$ cat config.mk
export PLATFORM = sky130hd
export DESIGN_NAME = sorted_integer_set_core
export DESIGN_NICKNAME = d
export VERILOG_FILES = /design/src/hw/rtl/sis_pkg.sv /design/src/hw/rtl/sis_ctrl.sv /design/src/hw/rtl/sis_dpath.sv /design/src/hw/rtl/sorted_integer_set_core.sv
export SDC_FILE = /design/constraint.sdc
export NUM_CORES = 2
export LEC_CHECK = 0
export ABC_CLOCK_PERIOD_IN_PS = 5420
export BUFFER_PORTS_ARGS = -buffer_cell sky130_fd_sc_hd__buf_2
export CAP_MARGIN = 10
export CORE_AREA = 2 2 499 377
export CTS_CLUSTER_SIZE = 20
export DETAILED_ROUTE_END_ITERATION = 6
export DIE_AREA = 0 0 501 379
export HOLD_SLACK_MARGIN = 0.05
export PLACE_DENSITY = 0.67
export SETUP_SLACK_MARGIN = 0.3
export SYNTH_ARGS = -nofsm -noshare
export SYNTH_HDL_FRONTEND = slang
export SYNTH_SLANG_ARGS = --single-unit
export TNS_END_PERCENT = 10
$ cat constraint.sdc
create_clock -name clk_i -period 5.42 [get_ports clk_i]
set_input_delay 0.813 -clock clk_i [delete_from_list [all_inputs] [get_ports clk_i]]
set_output_delay 0.813 -clock clk_i [all_outputs]
set_load 0.005 [all_outputs]
$ cat src/hw/rtl/sis_pkg.sv
// ----------------------------------------------------------------------------
// sis_pkg
// Shared types and constants of the sorted integer set: payload structs,
// operation codes and the command/status bundles between controller and
// datapath.
// ----------------------------------------------------------------------------
`default_nettype none

package sis_pkg;

  // Default store capacity in entries.
  localparam int unsigned CAPACITY_DEF = 64;

  // Operation codes carried in the mode field. Any other code acts as a query.
  localparam logic [1:0] MODE_ADD    = 2'd0;
  localparam logic [1:0] MODE_REMOVE = 2'd1;
  localparam logic [1:0] MODE_QUERY  = 2'd2;

  typedef struct packed {
    logic [1:0]         mode;
    logic signed [31:0] value;
  } in_item_t;

  typedef struct packed {
    logic       was_present;
    logic       refused_full;
    logic [6:0] count;
  } out_item_t;

  // Controller to datapath.
  typedef struct packed {
    logic start;        // latch the item, open the search window
    logic srch_rd;      // read the window midpoint
    logic srch_upd;     // narrow the window on the read entry
    logic chk_rd;       // read the entry at the found position
    logic chk_latch;    // latch the membership flag
    logic set_refused;  // flag an add into a full store
    logic up_init;      // point the shift index at the top entry
    logic up_rd;        // read entry at the shift index
    logic up_wr;        // move it one place up, step the index down
    logic put;          // store the new value, bump the count
    logic dn_init;      // point the shift index at the found position
    logic dn_rd;        // read entry above the shift index
    logic dn_wr;        // move it one place down, step the index up
    logic cnt_dec;      // drop the count by one
    logic result_load;  // load the result register
  } cmd_t;

  // Datapath to controller.
  typedef struct packed {
    logic srch_done;    // search window is empty
    logic is_add;
    logic is_remove;
    logic present_now;  // found entry equals the value (valid in the check step)
    logic full;
    logic pos_at_end;   // found position is the first free slot
    logic dn_start_more;// entries sit above the found position
    logic up_last;      // shift index has reached the found position
    logic dn_more;      // another entry remains to move down
  } stat_t;

endpackage

`default_nettype wire

$ cat src/hw/rtl/sis_ctrl.sv
// ----------------------------------------------------------------------------
// sis_ctrl
// Sequencer of the sorted integer set: steps the binary search, the
// membership check, the shift of entries and the hand-off of the result.
// ----------------------------------------------------------------------------
`default_nettype none

module sis_ctrl (
  input  wire logic           clk_i,
  input  wire logic           rst_ni,
  input  wire logic           in_valid_i,
  output logic                in_ready_o,
  output logic                out_valid_o,
  input  wire logic           out_ready_i,
  input  wire sis_pkg::stat_t stat_i,
  output sis_pkg::cmd_t       cmd_o
);

  typedef enum logic [3:0] {
    S_IDLE,
    S_SRCH,
    S_CMP,
    S_CHECK,
    S_UP_RD,
    S_UP_WR,
    S_PUT,
    S_DN_RD,
    S_DN_WR,
    S_DONE
  } state_e;

  state_e state_q, state_d;
  logic   out_valid_q, out_valid_d;
  logic   slot_free;

  assign in_ready_o  = (state_q == S_IDLE);
  assign out_valid_o = out_valid_q;
  assign slot_free   = !out_valid_q || out_ready_i;

  always_comb begin
    cmd_o       = '0;
    state_d     = state_q;
    out_valid_d = out_valid_q && !out_ready_i;
    unique case (state_q)
      S_IDLE: begin
        if (in_valid_i) begin
          cmd_o.start = 1'b1;
          state_d     = S_SRCH;
        end
      end
      S_SRCH: begin
        if (stat_i.srch_done) begin
          cmd_o.chk_rd = 1'b1;
          state_d      = S_CHECK;
        end else begin
          cmd_o.srch_rd = 1'b1;
          state_d       = S_CMP;
        end
      end
      S_CMP: begin
        cmd_o.srch_upd = 1'b1;
        state_d        = S_SRCH;
      end
      S_CHECK: begin
        cmd_o.chk_latch = 1'b1;
        state_d         = S_DONE;
        if (stat_i.is_add && !stat_i.present_now) begin
          if (stat_i.full) begin
            cmd_o.set_refused = 1'b1;
          end else if (stat_i.pos_at_end) begin
            state_d = S_PUT;
          end else begin
            cmd_o.up_init = 1'b1;
            state_d       = S_UP_RD;
          end
        end else if (stat_i.is_remove && stat_i.present_now) begin
          if (stat_i.dn_start_more) begin
            cmd_o.dn_init = 1'b1;
            state_d       = S_DN_RD;
          end else begin
            cmd_o.cnt_dec = 1'b1;
          end
        end
      end
      S_UP_RD: begin
        cmd_o.up_rd = 1'b1;
        state_d     = S_UP_WR;
      end
      S_UP_WR: begin
        cmd_o.up_wr = 1'b1;
        state_d     = stat_i.up_last ? S_PUT : S_UP_RD;
      end
      S_PUT: begin
        cmd_o.put = 1'b1;
        state_d   = S_DONE;
      end
      S_DN_RD: begin
        cmd_o.dn_rd = 1'b1;
        state_d     = S_DN_WR;
      end
      S_DN_WR: begin
        cmd_o.dn_wr = 1'b1;
        if (stat_i.dn_more) begin
          state_d = S_DN_RD;
        end else begin
          cmd_o.cnt_dec = 1'b1;
          state_d       = S_DONE;
        end
      end
      S_DONE: begin
        if (slot_free) begin
          cmd_o.result_load = 1'b1;
          out_valid_d       = 1'b1;
          state_d           = S_IDLE;
        end
      end
      default: begin
        state_d = S_IDLE;
      end
    endcase
  end

  always_ff @(posedge clk_i or negedge rst_ni) begin
    if (!rst_ni) begin
      state_q     <= S_IDLE;
      out_valid_q <= 1'b0;
    end else begin
      state_q     <= state_d;
      out_valid_q <= out_valid_d;
    end
  end

endmodule

`default_nettype wire

$ cat src/hw/rtl/sis_dpath.sv
// ----------------------------------------------------------------------------
// sis_dpath
// Datapath of the sorted integer set: entry store, search window, shift
// index, entry count and result register.
// ----------------------------------------------------------------------------
`default_nettype none

module sis_dpath #(
  parameter int unsigned CAPACITY = sis_pkg::CAPACITY_DEF
) (
  input  wire logic               clk_i,
  input  wire logic               rst_ni,
  input  wire sis_pkg::in_item_t  in_item_i,
  input  wire sis_pkg::cmd_t      cmd_i,
  output sis_pkg::stat_t          stat_o,
  output sis_pkg::out_item_t      out_item_o
);

  localparam int unsigned CW = $clog2(CAPACITY + 1);
  localparam int unsigned AW = (CAPACITY > 1) ? $clog2(CAPACITY) : 1;

  logic [31:0]        mem [CAPACITY];
  logic [31:0]        rdata_q;

  sis_pkg::in_item_t  item_q;
  sis_pkg::out_item_t result_q;
  logic [CW-1:0]      lo_q, hi_q, idx_q, count_q;
  logic               present_q, refused_q;

  logic [CW-1:0]      mid;
  logic [CW-1:0]      idx_p1;
  logic [CW:0]        lo_p1, idx_p2;
  logic [CW+6:0]      count_ext;
  logic               rd_en, wr_en;
  logic [CW-1:0]      rd_addr, wr_addr;
  logic [31:0]        wr_data;
  logic               entry_less;

  assign mid        = lo_q + ((hi_q - lo_q) >> 1);
  assign idx_p1     = idx_q + {{(CW-1){1'b0}}, 1'b1};
  assign lo_p1      = {1'b0, lo_q} + {{CW{1'b0}}, 1'b1};
  assign idx_p2     = {1'b0, idx_q} + {{(CW-1){1'b0}}, 2'd2};
  assign entry_less = $signed(rdata_q) < item_q.value;
  assign count_ext  = {7'd0, count_q};

  // Status back to the sequencer.
  always_comb begin
    stat_o.srch_done     = (lo_q >= hi_q);
    stat_o.is_add        = (item_q.mode == sis_pkg::MODE_ADD);
    stat_o.is_remove     = (item_q.mode == sis_pkg::MODE_REMOVE);
    stat_o.present_now   = (lo_q < count_q) && (rdata_q == item_q.value);
    stat_o.full          = (count_q >= CW'(CAPACITY));
    stat_o.pos_at_end    = (lo_q == count_q);
    stat_o.dn_start_more = (lo_p1 < {1'b0, count_q});
    stat_o.up_last       = (idx_q == lo_q);
    stat_o.dn_more       = (idx_p2 < {1'b0, count_q});
  end

  // Store port selection.
  always_comb begin
    rd_en   = cmd_i.srch_rd || cmd_i.chk_rd || cmd_i.up_rd || cmd_i.dn_rd;
    rd_addr = idx_q;
    if (cmd_i.srch_rd) begin
      rd_addr = mid;
    end else if (cmd_i.chk_rd) begin
      rd_addr = lo_q;
    end else if (cmd_i.dn_rd) begin
      rd_addr = idx_p1;
    end
    wr_en   = cmd_i.up_wr || cmd_i.put || cmd_i.dn_wr;
    wr_addr = idx_q;
    wr_data = rdata_q;
    if (cmd_i.up_wr) begin
      wr_addr = idx_p1;
    end else if (cmd_i.put) begin
      wr_addr = lo_q;
      wr_data = item_q.value;
    end
  end

  always_ff @(posedge clk_i) begin
    if (wr_en) begin
      mem[wr_addr[AW-1:0]] <= wr_data;
    end
    if (rd_en) begin
      rdata_q <= mem[rd_addr[AW-1:0]];
    end
  end

  // Payload registers.
  always_ff @(posedge clk_i) begin
    if (cmd_i.start) begin
      item_q <= in_item_i;
    end
    if (cmd_i.chk_latch) begin
      present_q <= stat_o.present_now;
    end
    if (cmd_i.result_load) begin
      result_q.was_present  <= present_q;
      result_q.refused_full <= refused_q;
      result_q.count        <= count_ext[6:0];
    end
    if (cmd_i.up_init) begin
      idx_q <= count_q - {{(CW-1){1'b0}}, 1'b1};
    end else if (cmd_i.dn_init) begin
      idx_q <= lo_q;
    end else if (cmd_i.up_wr) begin
      idx_q <= idx_q - {{(CW-1){1'b0}}, 1'b1};
    end else if (cmd_i.dn_wr) begin
      idx_q <= idx_p1;
    end
  end

  // Search window and refusal flag.
  always_ff @(posedge clk_i or negedge rst_ni) begin
    if (!rst_ni) begin
      lo_q      <= '0;
      hi_q      <= '0;
      refused_q <= 1'b0;
    end else if (cmd_i.start) begin
      lo_q      <= '0;
      hi_q      <= count_q;
      refused_q <= 1'b0;
    end else begin
      if (cmd_i.srch_upd) begin
        if (entry_less) begin
          lo_q <= mid + {{(CW-1){1'b0}}, 1'b1};
        end else begin
          hi_q <= mid;
        end
      end
      if (cmd_i.set_refused) begin
        refused_q <= 1'b1;
      end
    end
  end

  always_ff @(posedge clk_i or negedge rst_ni) begin
    if (!rst_ni) begin
      count_q <= '0;
    end else if (cmd_i.put) begin
      count_q <= count_q + {{(CW-1){1'b0}}, 1'b1};
    end else if (cmd_i.cnt_dec) begin
      count_q <= count_q - {{(CW-1){1'b0}}, 1'b1};
    end
  end

  assign out_item_o = result_q;

endmodule

`default_nettype wire

$ cat src/hw/rtl/sorted_integer_set_core.sv
// ----------------------------------------------------------------------------
// sorted_integer_set_core
// Set of distinct signed 32-bit integers kept in ascending order in a fixed
// store; each beat adds, removes or looks up one value and returns one result.
// ----------------------------------------------------------------------------
//
//   channel  direction  handshake              payload
//   -------  ---------  ---------------------  ---------------------------------
//   in       sink       in_valid_i/in_ready_o  in_item_i  {mode, value}
//   out      source     out_valid_o/out_ready_i out_item_o {was_present,
//                                                          refused_full, count}
//
// Steps of a beat, with n entries held and p the found position: accept,
//   binary search (one store read per step), check, shift and result, where
//   an insert moves n-p entries and a remove n-p-1, each with a read and a
//   write of the single-port store, whose read data is registered. One beat
//   is worked on at a time.
// Reset clears the entry count, window and state; the store is never cleared.
// A result waits in the output register while the next beat is taken in;
// a stalled output holds the sequencer only when its next result is ready.
// ----------------------------------------------------------------------------
`default_nettype none

module sorted_integer_set_core #(
  parameter int unsigned CAPACITY = sis_pkg::CAPACITY_DEF
) (
  input  wire logic               clk_i,
  input  wire logic               rst_ni,
  input  wire logic               in_valid_i,
  output logic                    in_ready_o,
  input  wire sis_pkg::in_item_t  in_item_i,
  output logic                    out_valid_o,
  input  wire logic               out_ready_i,
  output sis_pkg::out_item_t      out_item_o
);

  sis_pkg::cmd_t  cmd;
  sis_pkg::stat_t stat;

  // Sequencer: search, check, shift and result hand-off.
  sis_ctrl u_ctrl (
    .clk_i      (clk_i),
    .rst_ni     (rst_ni),
    .in_valid_i (in_valid_i),
    .in_ready_o (in_ready_o),
    .out_valid_o(out_valid_o),
    .out_ready_i(out_ready_i),
    .stat_i     (stat),
    .cmd_o      (cmd)
  );

  // Store, window, index, count and result register.
  sis_dpath #(
    .CAPACITY(CAPACITY)
  ) u_dpath (
    .clk_i     (clk_i),
    .rst_ni    (rst_ni),
    .in_item_i (in_item_i),
    .cmd_i     (cmd),
    .stat_o    (stat),
    .out_item_o(out_item_o)
  );

endmodule

`default_nettype wire

After elaboration in Yosys (flattened, before gate mapping)
Memories as Yosys holds them, arrays and structs flattened. A register that Yosys moved wholly into a read port is not among the register bits.
Index checks and enable logic that the tools add are counted.
{"block": "classes", "shifts": 0, "multipliers": 0, "magnitude_cmp": 6, "div": 0, "n_reduce_logical": 23, "eq_ne": 16, "n_mux": 64, "add_sub_neg": 9, "n_bitwise": 0}
{"operator": "7-bit 2-to-1 mux", "count": 12}
{"operator": "32-bit 2-to-1 mux", "count": 2}
{"operator": "4-bit one-hot mux with 10 select lines", "count": 1}
{"operator": "32-bit == test", "count": 1}
{"operator": "32-bit less-than comparator", "count": 1}
{"operator": "1-bit 2-to-1 mux", "count": 32}
{"operator": "6-bit 2-to-1 mux", "count": 5}
{"operator": "4-bit 2-to-1 mux", "count": 7}
{"operator": "7-bit by 1-bit adder with 7-bit output (second input constant)", "count": 3}
{"operator": "4-bit by 3-bit == test with 1-bit output (second input constant)", "count": 4}
{"operator": "8-bit by 7-bit less-than comparator with 1-bit output", "count": 2}
{"operator": "7-bit == test", "count": 2}
{"operator": "7-bit by 1-bit subtractor with 7-bit output (second input constant)", "count": 2}
{"operator": "7-bit by 1-bit adder with 8-bit output (second input constant)", "count": 1}
{"operator": "7-bit by 2-bit adder with 8-bit output (second input constant)", "count": 1}
{"operator": "4-bit by 2-bit == test with 1-bit output (second input constant)", "count": 2}
{"operator": "4-bit == test (second input constant)", "count": 2}
{"operator": "2-bit nonzero test", "count": 4}
{"operator": "7-bit by 6-bit adder with 7-bit output", "count": 1}
{"operator": "7-bit >= comparator", "count": 1}
{"operator": "7-bit >= comparator (second input constant)", "count": 1}
{"operator": "7-bit less-than comparator", "count": 1}
{"operator": "7-bit subtractor", "count": 1}
{"operator": "1-bit logical OR", "count": 6}
{"operator": "13 further kinds", "count": 23}
{"block": "word_totals", "romBits": 0, "n_memories": 1, "register_bits": 78, "wordCells": 132, "out_inout_bits": 11, "inputBits": 38, "latchBits": 0, "mem_bits_rw": 2048}
{"name": "u_dpath.mem", "words": 64, "width": 32, "rd": 1, "rd_clocked_by_memory_dff": 1, "write_ports": 1, "line_no": "sis_dpath.sv:22", "source": "logic [31:0] mem [CAPACITY];"}

Longest topological paths before layout
{"block": "depth", "word_depth": 8, "depth_mapped": 22}

Hierarchy
From an unflattened synthesis, not the netlist that was laid out.
{"block": "unflattened", "cells_unflattened": 5311, "area_unflattened_um2": 86975.9}
{"mod": "sis_dpath", "instances": 1, "area_per_inst_um2": 86465.4, "cells_each": 5256, "seq_area_each_um2": 64541.9}
{"mod": "sis_ctrl", "instances": 1, "area_per_inst_um2": 510.5, "cells_each": 55, "seq_area_each_um2": 125.1}

Worst setup path before layout
Ideal clock, no wire load.
{"block": "synth_path", "path_type": "register -> register", "startpoint": "reg u_ctrl.state_q[1]", "endpoint": "mem u_dpath.mem[0][31], data pin", "stages_incl_launch_ff": 9, "required_time_ps": 4718, "path_slack_ps": 443, "synth_period_minus_slack_ps": 4977, "arrival_ps": 4275, "path_buffers": 5, "path_cell_list": "dfrtp_1 > buf_2 > clkbuf_1 > nand2b_1 > or2_2 > clkbuf_1 > clkbuf_1 > clkbuf_1 > o21ai_0"}
{"block": "synth_between", "elab_chain_cells": 4, "elab_cells_between_ends": 6}
{"element": "start, declared", "line_no": "sis_ctrl.sv:32", "source": "state_e state_q, state_d;"}
{"element": "start signal, assigned", "line_no": "sis_ctrl.sv:128", "source": "state_q <= state_d;"}
{"element": "4-bit by 3-bit == test with 1-bit output", "line_no": "sis_ctrl.sv:44", "source": "unique case (state_q)"}
{"element": "1-bit 2-to-1 mux", "line_no": "sis_ctrl.sv:44"}
{"element": "32-bit 2-to-1 mux", "line_no": "sis_dpath.sv:75", "source": "end else if (cmd_i.put) begin"}
{"element": "32-bit 2-to-1 mux *", "line_no": "sis_dpath.sv:73", "source": "if (cmd_i.up_wr) begin"}
{"element": "via u_dpath.wr_data[31]", "line_no": "sis_dpath.sv:36", "source": "logic [31:0] wr_data;"}
{"element": "end, declared", "line_no": "sis_dpath.sv:22"}
The timed path passes the listed nets; every way through them passes the cells marked *.

Worst setup path in the final report
{"block": "layout_path", "startpoint": "reg u_dpath.hi_q[0]", "endpoint": "reg u_dpath.rdata_q[2] (read register of u_dpath.mem), data pin"}
{"block": "layout_between", "elab_chain_cells": 6, "elab_cells_between_ends": 12}
{"element": "start, declared", "line_no": "sis_dpath.sv:27", "source": "logic [CW-1:0] lo_q, hi_q, idx_q, count_q;"}
{"element": "start signal, assigned", "line_no": "sis_dpath.sv:122", "source": "hi_q <= count_q;"}
{"element": "start signal, assigned", "line_no": "sis_dpath.sv:129", "source": "hi_q <= mid;"}
{"element": "branches (longest 6 deep; another with 7-bit subtractor)"}
{"element": "end, declared", "line_no": "sis_dpath.sv:23", "source": "logic [31:0] rdata_q;"}
Parallel ways; which one is timed is not known.
A chain may end at the register's enable or synchronous reset.

==> key figures <==
STA
  – Hold WS: 144.4 ps
  – Final Hold Viols: 0
  – RSZ-0062 raised after global routing: yes
  – Highest clock rate: 192.0 MHz
  – Slew headroom: 7.765%
  – Setup TNS Final: 0 ps
  – Clk_skew: 74.55 ps
  – Slew @ Worst Pin: 1380 ps
  – Final Cycle Share: 96.11%
  – Slew Limit Fails: 0
  – Final worst path period need: 5209 ps
  – Final setup vio count: 0

Detailed routing
  – TritonRoute pass-1 iters: 7
  – ANT nets after route: 0
  – Total number of vias: 57180
  – DR vias/cell: 6.260
  – DR WL/cell: 29.94 um
  – Routed WL: 273500 um
  – DRC: 0
  – Initial DRC Count: 9616

Synth
  – Synth warn: 0
  – Mux share of post-synthesis cell area: 3.152%
  – Post-Synth Simple-Gate Area: 12.23%
  – Synth unique cells: 74
  – Top cells by area, synth: edfxtp_1, nand2_1, nand3_1, mux2i_1, a21oi_1
  – Top cell type's share of synthesized area: 73.81%
  – Fraction of registers with async set/reset: 1.251%
  – Main combinational cell family by area after synthesis: simple AND/OR/NAND/NOR gates
  – Synth Area in XOR/XNOR: 0.4849%
  – Leading area contributor after synthesis: edfxtp_1
  – Mapped Cells: 6288
  – Synthesized flop and latch total: 2158
  – Synth cell count leaders: edfxtp_1, nand2_1, nand3_1
  – Mean Syn Cell Area: 13.79 um^2
  – Seq/Total Area, Yosys: 74.59%
  – Synthesized Nets: 6403
  – Number of synthesized flops with an enable pin: 2131
  – Post-synthesis adder-cell area fraction: 1.129%
  – Top-count cell post-synth: edfxtp_1
  – Synth Area in Compound Gates: 6.265%
  – Primary FF master, synth: edfxtp_1
  – Post-Synthesis Cell Area: 86690 um^2

CTS
  – CTS tree: done
  – # clock sinks: 2158
  – CTS max path bufs: 3
  – # H-tree levels: 4
  – Num CTS Buffers: 191
  – Root Buffer: clkbuf_16
  – Clk slew on worst S/H paths: 60 ps
  – Clock Latency Late Sink: 860 ps

Worst hold path
  – Hold Path Sink: u_dpath.item_q[19]
  – HP Start: in_item_i[19]
  – WHS Path Cells: 1
  – Hold WC Path Type: in -> reg

Global route
  – First-pass GRT wire length: 387400 um
  – Total global routing overflow: 0
  – Antenna violations before repair: 20
  – Pin count of the biggest net entering global routing: 65
  – Vias in the first global route: 53012
  – GRT Util Overall: 28.33%

Floorplan
  – Die area: 189900 um^2
  – IO Pins: 49
  – Row cnt: 137
  – Die Span Y: 379 um
  – Core footprint: 185000 um^2
  – Initial Util: 46.87%
  – Die X: 501 um

Setup path
  – Crit path DAT: 5900 ps
  – CP endpoint kind: register
  – Worst r2r dst: u_dpath.rdata_q[2]
  – Worst setup SP type: register
  – Worst Path Required: 6110 ps
  – Worst reg-to-reg setup slack: 210 ps
  – Reg-to-reg startpoint: u_dpath.hi_q[0]
  – Critical path class: reg -> reg
  – CP max FO: 11
  – Reg2Reg Depth: 20

Status
  – Status: complete, no violations

Cells and area
  – Design Area, Final: 99590 um^2
  – Share of layout cells above drive strength 1: 13.02%
  – Final nets: 6656
  – Synth-to-Final Area Change: 14.87%
  – Fill cells: 14557

Run
  – Max Cap Viol: 0

Placed design
  – PortBufs: 48
  – RePlAce Congestion: 0.9364
  – Post-detail-place hpwl: 166200 um
  – Area after DPL: 93160 um^2
## logic make-up (layout without fill, tap and decap cells)
logic type / Yosys count / in the layout
flops: 2158 / 2158
fa+ha+maj: 77 / 77
xor+xnor: 48 / 48
mux: 271 / 271
other cells: 0 / 5
compound gates: 810 / 810
simple gates: 2476 / 2476
buf+inv: 448 / 857
## critical path: stages (launching register included)
cell and delay [ps]:
dfrtp_1 360, inv_1 70, ha_1 170, inv_1 60, fa_1 400, a21o_1 180
a21oi_1 250, o21bai_1 90, a21oi_1 170, xnor2_1 150, ha_1 310, inv_1 100
nor3_1 50, a31oi_1 190, o2111ai_2 240, o221ai_1 250, buf_4 300, and2_2 430
nand3_1 130, a21oi_1 880, or4_1 250
## metal layers
layer / vias up / share of wire, % / track usage, %
met1: 28428 / 39 / 41.13
met4: 16 / 3.8 / 10.47
met5: - / 0.038 / 0
met2: 4108 / 42 / 40.11
li1: 24111 / - / -
met3: 517 / 15 / 8.590
## registers in the layout (all words and copies together), names as in the netlist
signal / count
u_dpath.mem: 2048
u_dpath.item_q: 34
u_dpath.rdata_q: 32
u_dpath.out_item_o: 9
u_dpath.count_q: 7
u_dpath.hi_q: 7
u_dpath.idx_q: 7
u_dpath.lo_q: 7
u_ctrl.state_q: 4
u_ctrl.out_valid_o: 1
u_dpath.present_q: 1
u_dpath.refused_q: 1
## through the flow
step                setup slack [ps]  utilization, %  cells
floorplan                      442.8               -   6288
global placement              -286.1           50.35   8768
detailed placement            -175.7           50.37   8770
CTS                            38.64           53.67   9122
global route                   141.8           53.84   9130
finish                         210.9           53.84   9134
## how the worst max path moves through the flow
| stage | startpoint | to | slack [ps] | cells past startpoint |
|---|---|---|---|---|
| after floorplan | u_ctrl.state_q[1] | u_dpath.mem[0][31] | 440 | 8 |
| after global placement | u_dpath.hi_q[0] | u_dpath.rdata_q[18] | -290 | 20 |
| after detailed placement | u_dpath.hi_q[2] | u_dpath.rdata_q[20] | -180 | 17 |
| after CTS | u_dpath.hi_q[0] | u_dpath.rdata_q[21] | 40 | 21 |
| after global routing | u_dpath.hi_q[0] | u_dpath.rdata_q[2] | 140 | 20 |
| final | u_dpath.hi_q[0] | u_dpath.rdata_q[2] | 210 | 20 |
## final cells by class
type	instances	area (um^2)	share of cell area, %
Sequential cell	2158	64670	64.94
Multi-Input combinational cell	3682	21360	21.45
Clock buffer	253	5119	5.140
Timing Repair Buffer	443	4223	4.240
Tap cell	2432	3043	3.056
Clock inverter	96	914.6	0.9184
Inverter	65	244.0	0.2450
Antenna cell	5	12.51	0.01256
## placed cells by master (no fill, tap or decap), types with 25 or more instances in the layout
cell	n
edfxtp_1	2131
nand2_1	1543
nand3_1	564
buf_4	312
mux2i_1	255
clkbuf_16	197
a21oi_1	190
a31oi_1	140
a32oi_1	95
buf_12	78
ha_1	75
nor2_4	74
nand4_1	72
o22ai_1	72
nor2_1	68
inv_1	65
clkbuf_1	57
buf_2	49
o21ai_0	48
and3_1	39
clkinv_1	39
o221ai_1	38
xnor2_1	34
o2111ai_1	34
o21ai_4	32
clkinv_2	30
dfrtp_1	26
or3_1	25
## repair_timing
action,4_1_cts,5_1_grt
resized for setup,9,35
gates cloned,0,1
endpoints found under the setup margin,30,32
pin swaps,0,2
setup buffers,2,1
hold buffers,1,0
hold endpoints to repair,27,0
Power is not shown: default switching activity piles up to over one toggle a cycle in this logic, so the estimate is an artifact.
